[src/deq_pkg.sv]
// Shared types, sizes and operation codes for the double-ended queue.
// No dependencies; every other file but deq_ram imports this package.
`default_nettype none
package deq_pkg;

  localparam int DEPTH  = 16;
  localparam int DATA_W = 32;
  localparam int IDX_W  = $clog2(DEPTH);
  localparam int CNT_W  = $clog2(DEPTH + 1);

  typedef logic [1:0]              kind_t;
  typedef logic signed [DATA_W-1:0] data_t;
  typedef logic [IDX_W-1:0]        idx_t;
  typedef logic [CNT_W-1:0]        cnt_t;

  localparam kind_t KIND_PUSH_FRONT = 2'd0;
  localparam kind_t KIND_PUSH_BACK  = 2'd1;
  localparam kind_t KIND_POP_FRONT  = 2'd2;
  localparam kind_t KIND_POP_BACK   = 2'd3;

  // Store access issued by the controller.
  typedef struct packed {
    logic  we;
    idx_t  waddr;
    data_t wdata;
    logic  re;
    idx_t  raddr_front;
    idx_t  raddr_back;
  } mem_req_t;

  // Completion status handed to the output stage.
  typedef struct packed {
    logic load;
    logic rejected;
    cnt_t count;
  } done_t;

endpackage
`default_nettype wire

[src/deq_if.sv]
// Valid/ready channel interfaces for requests and results.
// Depends on deq_pkg for payload types.
`default_nettype none
interface deq_in_if import deq_pkg::*; ();
  logic  valid;
  logic  ready;
  kind_t kind;
  data_t push_value;

  modport source (output valid, output kind, output push_value, input ready);
  modport sink   (input valid, input kind, input push_value, output ready);
endinterface

interface deq_out_if import deq_pkg::*; ();
  logic  valid;
  logic  ready;
  data_t front_value;
  data_t back_value;
  cnt_t  item_count;
  logic  is_empty;
  logic  push_rejected;

  modport source (output valid, output front_value, output back_value, output item_count,
                  output is_empty, output push_rejected, input ready);
  modport sink   (input valid, input front_value, input back_value, input item_count,
                  input is_empty, input push_rejected, output ready);
endinterface
`default_nettype wire

[src/deq_ram.sv]
// Generic store: one write port, two read ports, registered read data.
// Standalone; no package needed.
`default_nettype none
module deq_ram #(
  parameter int WIDTH = 32,
  parameter int DEPTH = 16
) (
  input  wire logic                     clk,
  input  wire logic                     we,
  input  wire logic [$clog2(DEPTH)-1:0] waddr,
  input  wire logic [WIDTH-1:0]         wdata,
  input  wire logic                     re,
  input  wire logic [$clog2(DEPTH)-1:0] raddr_a,
  input  wire logic [$clog2(DEPTH)-1:0] raddr_b,
  output logic      [WIDTH-1:0]         rdata_a,
  output logic      [WIDTH-1:0]         rdata_b
);

  logic [WIDTH-1:0] mem [DEPTH];

  always_ff @(posedge clk) begin
    if (we) begin
      mem[waddr] <= wdata;
    end
  end

  // hold read data until the next read
  always_ff @(posedge clk) begin
    if (re) begin
      rdata_a <= mem[raddr_a];
      rdata_b <= mem[raddr_b];
    end
  end

endmodule
`default_nettype wire

[src/deq_ctrl.sv]
// Pointer state and sequencer: update, write, then read both ends.
// Depends on deq_pkg.
`default_nettype none
module deq_ctrl import deq_pkg::*; (
  input  wire logic  clk,
  input  wire logic  rst_n,
  input  wire logic  in_valid,
  input  wire kind_t in_kind,
  input  wire data_t in_push_value,
  output logic       in_ready,
  input  wire logic  out_free,
  output mem_req_t   mem_req,
  output done_t      done
);

  localparam logic [1:0] ST_IDLE = 2'd0;
  localparam logic [1:0] ST_READ = 2'd1;
  localparam logic [1:0] ST_DONE = 2'd2;

  localparam int SUM_W = IDX_W + 1;

  logic [1:0] state_r, state_nxt;
  idx_t       front_r, front_nxt;
  cnt_t       occ_r, occ_nxt;
  logic       rej_r, rej_nxt;
  logic       accept;
  logic       full;

  function automatic idx_t wrap_add(idx_t base, idx_t off);
    logic [SUM_W-1:0] sum;
    sum = {1'b0, base} + {1'b0, off};
    if (sum >= SUM_W'(DEPTH)) begin
      sum = sum - SUM_W'(DEPTH);
    end
    return sum[IDX_W-1:0];
  endfunction

  assign in_ready = (state_r == ST_IDLE);
  assign accept   = in_valid && in_ready;
  assign full     = (occ_r == CNT_W'(DEPTH));

  always_comb begin
    state_nxt     = state_r;
    front_nxt     = front_r;
    occ_nxt       = occ_r;
    rej_nxt       = rej_r;
    mem_req       = '0;
    mem_req.wdata = in_push_value;
    done          = '0;
    done.rejected = rej_r;
    done.count    = occ_r;

    case (state_r)
      ST_IDLE: begin
        if (accept) begin
          rej_nxt   = 1'b0;
          state_nxt = ST_READ;
          case (in_kind)
            KIND_PUSH_FRONT: begin
              if (full) begin
                rej_nxt = 1'b1;
              end else begin
                front_nxt     = (front_r == '0) ? IDX_W'(DEPTH - 1) : front_r - 1'b1;
                mem_req.we    = 1'b1;
                mem_req.waddr = front_nxt;
                occ_nxt       = occ_r + 1'b1;
              end
            end
            KIND_PUSH_BACK: begin
              if (full) begin
                rej_nxt = 1'b1;
              end else begin
                mem_req.we    = 1'b1;
                mem_req.waddr = wrap_add(front_r, occ_r[IDX_W-1:0]);
                occ_nxt       = occ_r + 1'b1;
              end
            end
            KIND_POP_FRONT: begin
              if (occ_r != '0) begin
                front_nxt = (front_r == IDX_W'(DEPTH - 1)) ? '0 : front_r + 1'b1;
                occ_nxt   = occ_r - 1'b1;
              end
            end
            default: begin
              if (occ_r != '0) begin
                occ_nxt = occ_r - 1'b1;
              end
            end
          endcase
        end
      end
      ST_READ: begin
        // write landed last cycle, so both ends read back current data
        mem_req.re          = (occ_r != '0);
        mem_req.raddr_front = front_r;
        mem_req.raddr_back  = wrap_add(front_r, occ_r[IDX_W-1:0] - 1'b1);
        state_nxt           = ST_DONE;
      end
      ST_DONE: begin
        if (out_free) begin
          done.load = 1'b1;
          state_nxt = ST_IDLE;
        end
      end
      default: begin
        state_nxt = ST_IDLE;
      end
    endcase
  end

  always_ff @(posedge clk) begin
    if (!rst_n) begin
      state_r <= ST_IDLE;
      front_r <= '0;
      occ_r   <= '0;
      rej_r   <= 1'b0;
    end else begin
      state_r <= state_nxt;
      front_r <= front_nxt;
      occ_r   <= occ_nxt;
      rej_r   <= rej_nxt;
    end
  end

  a_occ_bound: assert property (@(posedge clk) disable iff (!rst_n)
    occ_r <= CNT_W'(DEPTH))
    else $error("occupancy beyond depth");

  a_front_bound: assert property (@(posedge clk) disable iff (!rst_n)
    front_r <= IDX_W'(DEPTH - 1))
    else $error("front index beyond depth");

  a_reject_full: assert property (@(posedge clk) disable iff (!rst_n)
    accept && (in_kind == KIND_PUSH_FRONT || in_kind == KIND_PUSH_BACK) && full
    |=> rej_r && occ_r == CNT_W'(DEPTH))
    else $error("push while full not rejected");

  a_accept_read: assert property (@(posedge clk) disable iff (!rst_n)
    accept |=> state_r == ST_READ)
    else $error("request not followed by store read");

  a_write_idle: assert property (@(posedge clk) disable iff (!rst_n)
    mem_req.we |-> accept)
    else $error("store write outside an accepted request");

endmodule
`default_nettype wire

[src/double_ended_queue_core.sv]
// Each request runs in order: write the slot store, read both ends, then load the output
// register; a stalled result holds the controller in its last step. A new request is taken
// only once the controller has loaded the last result and is idle again.
// The next request is taken while a finished result waits in the output register.
// Reset (rst_n low, synchronous): deque empty, front index zero, no result pending.
// Files: deq_pkg, deq_if, deq_ram, deq_ctrl.
`default_nettype none
module double_ended_queue_core import deq_pkg::*; (
  input wire logic clk,
  input wire logic rst_n,
  deq_in_if.sink   in_req,
  deq_out_if.source out_res
);

  mem_req_t mem_req;
  done_t    done;
  logic     out_valid_r, out_valid_nxt;
  logic     out_free;
  data_t    rd_front, rd_back;
  data_t    front_r, back_r;
  cnt_t     count_r;
  logic     empty_r, rej_r;
  logic     is_empty;

  // Output stage can take a new result when empty or being drained this cycle.
  assign out_free = !out_valid_r || out_res.ready;

  deq_ctrl u_ctrl (
    .clk           (clk),
    .rst_n         (rst_n),
    .in_valid      (in_req.valid),
    .in_kind       (in_req.kind),
    .in_push_value (in_req.push_value),
    .in_ready      (in_req.ready),
    .out_free      (out_free),
    .mem_req       (mem_req),
    .done          (done)
  );

  // Slot store; only occupied slots are ever read, so no clearing is needed.
  deq_ram #(
    .WIDTH (DATA_W),
    .DEPTH (DEPTH)
  ) u_ram (
    .clk     (clk),
    .we      (mem_req.we),
    .waddr   (mem_req.waddr),
    .wdata   (mem_req.wdata),
    .re      (mem_req.re),
    .raddr_a (mem_req.raddr_front),
    .raddr_b (mem_req.raddr_back),
    .rdata_a (rd_front),
    .rdata_b (rd_back)
  );

  assign is_empty = (done.count == '0);

  // Hold the result until taken; advance on a load from the controller.
  always_comb begin
    out_valid_nxt = out_valid_r;
    if (out_valid_r && out_res.ready) begin
      out_valid_nxt = 1'b0;
    end
    if (done.load) begin
      out_valid_nxt = 1'b1;
    end
  end

  always_ff @(posedge clk) begin
    if (!rst_n) begin
      out_valid_r <= 1'b0;
    end else begin
      out_valid_r <= out_valid_nxt;
    end
  end

  // Payload: empty deque reports -1 at both ends.
  always_ff @(posedge clk) begin
    if (done.load) begin
      front_r <= is_empty ? '1 : rd_front;
      back_r  <= is_empty ? '1 : rd_back;
      count_r <= done.count;
      empty_r <= is_empty;
      rej_r   <= done.rejected;
    end
  end

  assign out_res.valid         = out_valid_r;
  assign out_res.front_value   = front_r;
  assign out_res.back_value    = back_r;
  assign out_res.item_count    = count_r;
  assign out_res.is_empty      = empty_r;
  assign out_res.push_rejected = rej_r;

  a_no_overwrite: assert property (@(posedge clk) disable iff (!rst_n)
    done.load |-> out_free)
    else $error("result loaded over a pending one");

  a_stall_hold: assert property (@(posedge clk) disable iff (!rst_n)
    out_valid_r && !out_res.ready |=> out_valid_r && $stable(count_r))
    else $error("stalled result lost");

  a_empty_marks: assert property (@(posedge clk) disable iff (!rst_n)
    out_valid_r && empty_r |-> front_r == '1 && back_r == '1 && count_r == '0)
    else $error("empty result malformed");

endmodule
`default_nettype wire

[src/flat_wrapper.sv]
// flat-port wrapper written by rule: the top's interface ports become plain ports
module double_ended_queue_core_flat import deq_pkg::*;
  (clk, rst_n, in_req_valid, in_req_kind, in_req_push_value, in_req_ready, out_res_valid, out_res_front_value, out_res_back_value, out_res_item_count, out_res_is_empty, out_res_push_rejected, out_res_ready);
  deq_in_if in_req_i ();
  deq_out_if out_res_i ();
  input wire logic clk;
  input wire logic rst_n;
  input wire logic [$bits(in_req_i.valid)-1:0] in_req_valid;
  input wire logic [$bits(in_req_i.kind)-1:0] in_req_kind;
  input wire logic [$bits(in_req_i.push_value)-1:0] in_req_push_value;
  output wire logic [$bits(in_req_i.ready)-1:0] in_req_ready;
  output wire logic [$bits(out_res_i.valid)-1:0] out_res_valid;
  output wire logic [$bits(out_res_i.front_value)-1:0] out_res_front_value;
  output wire logic [$bits(out_res_i.back_value)-1:0] out_res_back_value;
  output wire logic [$bits(out_res_i.item_count)-1:0] out_res_item_count;
  output wire logic [$bits(out_res_i.is_empty)-1:0] out_res_is_empty;
  output wire logic [$bits(out_res_i.push_rejected)-1:0] out_res_push_rejected;
  input wire logic [$bits(out_res_i.ready)-1:0] out_res_ready;
  assign in_req_i.valid = in_req_valid;
  assign in_req_i.kind = in_req_kind;
  assign in_req_i.push_value = in_req_push_value;
  assign in_req_ready = in_req_i.ready;
  assign out_res_valid = out_res_i.valid;
  assign out_res_front_value = out_res_i.front_value;
  assign out_res_back_value = out_res_i.back_value;
  assign out_res_item_count = out_res_i.item_count;
  assign out_res_is_empty = out_res_i.is_empty;
  assign out_res_push_rejected = out_res_i.push_rejected;
  assign out_res_i.ready = out_res_ready;
  double_ended_queue_core u_core (.clk(clk), .rst_n(rst_n), .in_req(in_req_i), .out_res(out_res_i));
endmodule
[config.mk]
export PLATFORM = sky130hd
export DESIGN_NAME = double_ended_queue_core_flat
export DESIGN_NICKNAME = d
export VERILOG_FILES = /design/src/deq_pkg.sv /design/src/deq_if.sv /design/src/deq_ram.sv /design/src/deq_ctrl.sv /design/src/double_ended_queue_core.sv /design/src/flat_wrapper.sv
export SDC_FILE = /design/constraint.sdc
export NUM_CORES = 1
export LEC_CHECK = 0
export BUFFER_PORTS_ARGS = -buffer_cell sky130_fd_sc_hd__buf_2
export CELL_PAD_IN_SITES_DETAIL_PLACEMENT = 0
export CELL_PAD_IN_SITES_GLOBAL_PLACEMENT = 2
export CORE_ASPECT_RATIO = 0.8
export CORE_MARGIN = 2
export CORE_UTILIZATION = 40
export DETAILED_ROUTE_END_ITERATION = 7
export GPL_ROUTABILITY_DRIVEN = 0
export GPL_TIMING_DRIVEN = 0
export HOLD_SLACK_MARGIN = 0.02
export PLACE_DENSITY_LB_ADDON = 0.1
export SETUP_SLACK_MARGIN = 0.1
export SYNTH_ARGS = -nofsm -noshare
export SYNTH_HDL_FRONTEND = slang
export SYNTH_SLANG_ARGS = --single-unit
[constraint.sdc]
create_clock -name clk -period 5.7 [get_ports clk]
set_input_delay 0.285 -clock clk [delete_from_list [all_inputs] [get_ports clk]]
set_output_delay 0.285 -clock clk [all_outputs]
set_load 0.03 [all_outputs]
==> results of run 1 <==
[cells in the final DEF (no fill, tap or decap), types with 13 or more instances in the layout]
| master | n |
|---|---|
| a221oi_1 | 31 |
| dfxtp_1 | 13 |
| mux4_2 | 67 |
| or2_2 | 65 |
| edfxtp_1 | 647 |
| and3_1 | 34 |
| dlygate4sd3_1 | 14 |
| a211oi_1 | 94 |
| clkbuf_1 | 138 |
| a311oi_1 | 31 |
| o22ai_1 | 64 |
| nand2_1 | 174 |
| a21oi_1 | 71 |
| clkbuf_16 | 74 |
| a2bb2oi_1 | 63 |
| o21ai_1 | 16 |
| and2_1 | 66 |
| o211ai_1 | 35 |
| buf_2 | 168 |
| ha_1 | 13 |
| a311o_1 | 31 |
| nor2b_1 | 65 |
| a32oi_1 | 63 |
| o21ai_0 | 53 |
| buf_6 | 29 |
| mux2i_1 | 159 |
[how the worst max path moves through the flow]
stage / startpoint / end / slack, ns / depth (start not counted)
2_1_floorplan: u_core.u_ctrl.front_r[0] / u_core.u_ram.mem[4][0] / 0.65 / 9
5_1_grt: u_core.u_ctrl.front_r[0] / u_core.u_ram.mem[4][25] / 0.44 / 11
3_3_place_gp: u_core.u_ctrl.front_r[0] / u_core.u_ram.mem[4][19] / -4.08 / 9
6_report: u_core.u_ctrl.front_r[0] / u_core.u_ram.mem[9][18] / 0.50 / 12
3_5_place_dp: u_core.u_ctrl.front_r[0] / u_core.u_ram.mem[9][16] / 0.56 / 12
4_1_cts: u_core.u_ctrl.front_r[0] / u_core.u_ram.mem[9][18] / 0.57 / 12
[flip-flops by register name, summed over array words and instances, names as in the netlist]
register	flops
u_core.u_ram.rdata_a	32
u_core.out_res.back_value	32
u_core.out_res.is_empty	1
u_core.out_res.front_value	32
u_core.u_ctrl.occ_r	5
u_core.u_ctrl.front_r	4
u_core.u_ctrl.state_r	2
u_core.u_ram.rdata_b	32
u_core.out_res.push_rejected	1
u_core.out_res.valid	1
u_core.out_res.item_count	5
u_core.u_ram.mem	512
u_core.u_ctrl.rej_r	1
[kinds of logic after synthesis]
kind of cell / Yosys count / synth area share (%)
flops: 660 / 64.1
buf+inv: 196 / 2.68
fa+ha+maj: 16 / 0.725
compound gates: 576 / 13.8
xor+xnor: 13 / 0.456
mux: 229 / 10.2
simple gates: 467 / 7.97
[layer usage]
metal / part of all wire, % / wire length [um] / up-vias
met5: 0.057 / 65 / -
met4: 4.3 / 4920 / 2
met3: 10 / 11700 / 247
met2: 43 / 49200 / 1192
met1: 42 / 48100 / 11000
li1: - / - / 9115
[cells in the mapped netlist (4+ instances only)]
cell and instances:
and2_1 66, mux2i_1 159, xnor2_1 6, o21ai_1 16, a2bb2oi_1 63, a211oi_1 94, xor2_1 5, and2_0 4
a21oi_1 71, nand2b_1 6, a21boi_0 5, nor2_1 21, a311oi_1 31, mux4_2 67, o22ai_1 64, a311o_1 31
o211ai_1 35, a221oi_1 31, inv_1 5, dfxtp_1 13, ha_1 13, buf_1 10, nor3_1 11, o21ai_0 53
and3_1 34, a32oi_1 63, buf_2 59, o31ai_1 4, clkbuf_1 115, nor2b_1 66, nand2_1 174, edfxtp_1 647
or2_2 65
[worst register-to-register path: stages (launching register included)]
cell     delay (ns)
dfxtp_1        0.50
buf_2          0.34
inv_2          0.27
buf_1          0.71
ha_1           0.42
o21ba_2        0.20
o31ai_1        0.40
nor2_1         0.19
a211o_4        0.43
nor3_2         0.80
buf_6          0.25
buf_6          0.20
buf_6          0.19
[through the flow]
| step | setup TNS, ns | utilization, % | instances | instance area, um^2 | setup slack (ns) |
|---|---|---|---|---|---|
| global route | 0 | 47.0 | 3461 | 35600 | 0.436 |
| finish | 0 | 47.0 | 3463 | 35600 | 0.505 |
| detailed placement | 0 | 43.9 | 3320 | 33200 | 0.563 |
| global placement | -1322.82 | 43.0 | 3278 | 32500 | -4.08 |
| CTS | 0 | 47.0 | 3461 | 35600 | 0.566 |
| floorplan | 0 | - | 2157 | 30700 | 0.652 |
[area by class of cell]
type,instances,area [um^2]
tap,1012,1270
clock inverter,28,225
antenna,2,5.00
clock buffer,99,1970
sequential,660,19700
timing repair buffer,165,1280
buffer,187,791
inverter,9,33.8
multi-input combinational,1301,10300
fill,6694,40100
[power groups by stage]
stage / clock [mW] / combinational (mW) / sequential [mW]
3_5_place_dp: 0 / 2.73 / 5.67
6_report: 4.49 / 2.78 / 5.57
5_1_grt: 4.72 / 2.90 / 5.58
2_1_floorplan: 0 / 1.53 / 5.71
4_1_cts: 4.54 / 2.75 / 5.57
3_3_place_gp: 0 / 2.69 / 5.69
==> flow_metrics.tcl, run 1 <==
set metrics [dict create \
    status "complete, no violations" \
    wl_per_cell_um 32.9 \
    cts_tree "yes" \
    initial_core_util_pct 40.6 \
    worstPathRequired_ns 6.04 \
    hold_violations 0 \
    grt_max_degree 30 \
    antenna_found_initial 2 \
    rr_startpoint "u_core.u_ctrl.front_r[0]" \
    crit_chain "buf_2 -> inv_2 -> buf_1 -> ha_1 -> o21ba_2 -> o31ai_1 -> nor2_1 -> a211o_4 -> nor3_2 -> buf_6 -> buf_6 -> buf_6" \
    fin_skew_ns 0.0251 \
    drtPass1Iterations 5 \
    p_clk_share_pct 35.0 \
    synth.largest_area_cell "edfxtp_1" \
    synth_cell_types 67 \
    max-vdd-ir-drop_mv 0.217 \
    clockRootBuffer "clkbuf_16" \
    hold_path_class "in2reg" \
    path_class "reg2reg" \
    yosys_register_bits 660 \
    holdPathEnd "u_core.u_ram.mem[2][12]" \
    clk_path_buf_depth 3 \
    grt_use_met2_pct 42.3 \
    slew_violations 0 \
    worstPathMaxFanout 10 \
    finalNetCount 2449 \
    remaining_drc_errors 0 \
    dp_hpwl_um 77800 \
    start_kind "flip-flop" \
    p_total_mw 12.8 \
    setup_viol 0 \
    cts_sinks 660 \
    cap_violations 0 \
    synth_warnings 0 \
    fmax_mhz 192 \
    htree_levels 3 \
    path_delay_family "buffers and inverters" \
    combPwrFrac_pct 21.7 \
    synth_ff_type "edfxtp_1" \
    slew-limit-headroom_pct 9.33 \
    synth_edf_count 647 \
    io-pin-count 111 \
    end_kind "flip-flop" \
    fp.coreArea_um2 75700 \
    synth_fp_nets 2211 \
    p_int_mw 8.93 \
    worstReg2RegEnd "u_core.u_ram.mem[9][18]" \
    postCtsHoldBufs 14 \
    num_vias 21600 \
    whs_ns 0.0430 \
    synth.avg_cell_area_um2 14.2 \
    top_usage_layer "met2" \
    postCtsSetupBuffers 0 \
    gr-usage-met1_pct 39.9 \
    postRouteAntennaNets 0 \
    cp.arrival_ns 5.53 \
    grt_pass1_vias 21200 \
    cts_resized 0 \
    grt.met3_usage_pct 7.88 \
    yosysSeqAreaShare_pct 64.1 \
    syn_area_um2 30700 \
    timing.final.crit_period_ns 5.20 \
    seqPwrFrac_pct 43.4 \
    overflow 0 \
    worstHoldStart "in_req_push_value[12]" \
    rsz0062_at_grt "false" \
    die-area_um2 79000 \
    num_rows 90 \
    slowest_stage "nor3_2" \
    clkLatencyLatePin_ns 0.64 \
    grt_pass1_wl_um 159000 \
    power_density_nw_per_um2 361 \
    tightest_slew_ns 1.36 \
    p_sw_share_pct 30.4 \
    cts_buffers 71 \
    syn_inst 2157 \
    period_share_pct 91.1 \
    switchingPower_mw 3.90 \
    r2r_slack_ns 0.50 \
    die_h_um 252 \
    drt-initial-drc-count 2711 \
    io_buffers 109 \
    path_common_cell "buf_6" \
    clk_pin_slew_worst_paths_ns 0.06 \
    hold_depth 1 \
    worstRegToRegCells 12 \
    cp_num_buf_inv 6 \
    grt_usage_pct 28.7 \
    routed_via_density 6.24 \
    ys_async_sr_fraction_pct 0 \
    die_x_um 314 \
    routed_wl_um 114000 \
    drive_gt1_share_pct 19.2 \
    p_leak_nw 11.6 \
    synth_top_area_share_pct 63.3 \
    area_growth_pct 15.8 \
    slowest_delay_ns 0.80 \
    synth_area_leaders "edfxtp_1 (63%), mux2i_1 (5.2%), mux4_2 (4.9%)" \
]
Note: power is estimated with default switching activity, not from simulation.
==> run 2: changes to the inputs <==
SYNTH_HIERARCHICAL = 1   (was default)
==> run 2 against run 1 <==
  * Fmax is 19% higher
  * Utilization is 0.37 points higher
  * Clock-buffer cell count is 13 lower
  * Hold slack better by 0.078 ns
  * Sequential power hardly changed
  * Clock skew is 0.0017 ns lower
  * Wire length is 28% lower
==> flow_metrics.tcl, run 2 <==
set metrics [dict create \
    routed_via_density 5.91 \
    clockRootBuffer "clkbuf_16" \
    clk_pin_slew_worst_paths_ns 0.06 \
    grt_max_degree 50 \
    dp_hpwl_um 54000 \
    postCtsSetupBuffers 0 \
    tightest_slew_ns 1.11 \
    cts_buffers 71 \
    path_common_cell "buf_6" \
    die_h_um 246 \
    clkLatencyLatePin_ns 0.61 \
    synth_ff_type "edfxtp_1" \
    slowest_delay_ns 0.74 \
    dp_worst_setup_slack_ns 1.35 \
    layout_common_cells "edfxtp_1 (647), mux4_2 (256), a22oi_1 (129), buf_2 (99), clkbuf_16 (73)" \
    final_cell_area_um2 34200 \
    synth_fp_nets 1523 \
    final_common_cell "edfxtp_1" \
    slew_violations 0 \
    cts_tree "yes" \
    register_area_um2 19700 \
    fp.coreArea_um2 72100 \
    cp_num_buf_inv 4 \
    ys_async_sr_fraction_pct 0 \
    cts_resized 0 \
    htree_levels 3 \
    diodes 0 \
    grt_pass1_vias 16100 \
    synth_warnings 6 \
    slew-limit-headroom_pct 26.1 \
    worstPathRequired_ns 6.02 \
    syn_inst 1469 \
    drive_gt1_share_pct 35.7 \
    end_kind "flip-flop" \
    initial_core_util_pct 40.5 \
    cap_violations 0 \
    cts_sinks 660 \
    fillers 6006 \
    grt_pass1_wl_um 117000 \
    setup_ws_ns 1.34 \
    overflow 0 \
    drt-initial-drc-count 1553 \
    multi_input_area_um2 8790 \
    max-vdd-ir-drop_mv 0.213 \
    regMostFlops "u_core/u_ram/mem" \
    setup_viol 0 \
    path_delay_family "simple AND/OR/NAND/NOR gates" \
    synth.largest_area_cell "edfxtp_1" \
    p_leak_nw 10.7 \
    final_util_pct 47.4 \
    start_kind "flip-flop" \
    remaining_drc_errors 0 \
    io-pin-count 111 \
    drtPass1Iterations 7 \
    slowest_stage "nor3_2" \
    timing.final.crit_period_ns 4.36 \
    status "complete, no violations" \
    area_growth_pct 17.0 \
    period_share_pct 76.5 \
    cp.arrival_ns 4.68 \
    fin_skew_ns 0.0234 \
    syn_area_um2 29200 \
    rsz0062_at_grt "false" \
    setup_tns_ns 0 \
    io_buffers 77 \
    path_class "reg2reg" \
    finalNetCount 1745 \
    routed_wl_um 82000 \
    grt_usage_pct 22.0 \
    antenna_found_initial 3 \
    synth.avg_cell_area_um2 19.9 \
    yosysSeqAreaShare_pct 67.4 \
    post_dp_cell_area_um2 31500 \
    synth_edf_count 647 \
    die-area_um2 75200 \
    synth_commonest_cells "edfxtp_1 (647), mux4_2 (256), a22oi_1 (129)" \
    largest_reg_flops 512 \
    yosys_register_bits 660 \
    clk_path_buf_depth 3 \
    yosysMostFrequentCell "edfxtp_1" \
    synth_top_area_share_pct 66.6 \
    wl_per_cell_um 30.5 \
    num_vias 15900 \
    die_x_um 306 \
    postRouteAntennaNets 0 \
    synth_area_leaders "edfxtp_1 (67%), mux4_2 (20%), a22oi_1 (3.3%)" \
    fmax_mhz 229 \
    r2r_slack_ns 1.34 \
    crit_chain "inv_1 -> ha_1 -> nor3b_1 -> and2_1 -> nand2b_1 -> a211oi_1 -> or3b_2 -> nor3_2 -> buf_6 -> buf_6 -> buf_6" \
    worstPathMaxFanout 8 \
    hold_path_class "in2reg" \
    num_rows 88 \
    hold_violations 0 \
    synth_cell_types 49 \
    power_density_nw_per_um2 346 \
]
==> run 2: changes by cell type in the layout (fill, tap and decap cells not counted), moves of 65 or more <==
| cell | change |
|---|---|
| or2_2 | -65 |
| a22oi_1 | +127 |
| mux2i_1 | -158 |
| buf_2 | -69 |
| clkbuf_1 | -83 |
| mux4_2 | +189 |
| a211oi_1 | -90 |
| nand2_1 | -106 |
==> run 2: per-stage QoR <==
stage	hold WS (ns)	cells	total power [mW]
floorplan	0.423	1469	6.72
global placement	0.488	2491	7.29
detailed placement	0.490	2527	7.31
CTS	0.104	2686	11.9
global route	0.165	2686	12.2
finish	0.121	2686	11.8
==> run 2: routing by layer <==
metal | vias up | GRT usage [%] | wire (um)
met5 | - | 0 | 13
met4 | 2 | 4.87 | 1440
met3 | 103 | 3.95 | 5560
met2 | 588 | 34.8 | 38400
met1 | 8552 | 32.0 | 36600
li1 | 6636 | - | -
==> run 2: report_power, final <==
group | switching, mW | leakage (nW) | internal (mW)
Clock | 1.89 | 1.11 | 2.70
Sequential | 0.0488 | 5.93 | 5.51
Combinational | 1.03 | 3.67 | 0.625
==> run 2: path summary, 6_finish.rpt <==
path                            startpoint                            end  cells after the start
hold / removal              in_req_kind[1]       u_core/u_ctrl/front_r[1]                      4
setup reg to reg    u_core/u_ctrl/occ_r[0]        u_core/u_ram/mem[0][22]                     11
hold reg to reg   u_core/u_ram/rdata_b[12]  u_core/out_res.back_value[12]                      1
setup / recovery    u_core/u_ctrl/occ_r[0]        u_core/u_ram/mem[0][22]                     11
==> run 2: kinds of logic after synthesis <==
kind of cell	after synthesis	share of synthesized area, %
AO/OA/AOI/OAI	232	6.53
XOR/XNOR	13	0.390
adder cells (fa/ha/maj)	16	0.763
buffers and inverters	150	2.86
flip-flops	660	67.4
multiplexers	257	19.8
AND/OR/NAND/NOR	141	2.22
==> run 2: repair_timing <==
action | CTS | global route
hold buffers | 36 | 0
hold endpoints to repair | 517 | 0
setup endpoints to repair | 0 | 0
==> run 2: layout make-up <==
class                      count  share of cell area, %
inverter                      10                  0.110
clock inverter                37                   1.18
tap                          945                   3.46
clock buffer                  86                   5.49
timing repair buffer         149                   4.07
sequential                   660                   57.6
buffer                       140                   2.33
multi-input combinational    659                   25.7
==> run 2: tightest hold or removal path: stages <==
cell	delay, ns
buf_2	0.18
xnor2_1	0.09
nand2_1	0.06
a21oi_1	0.05
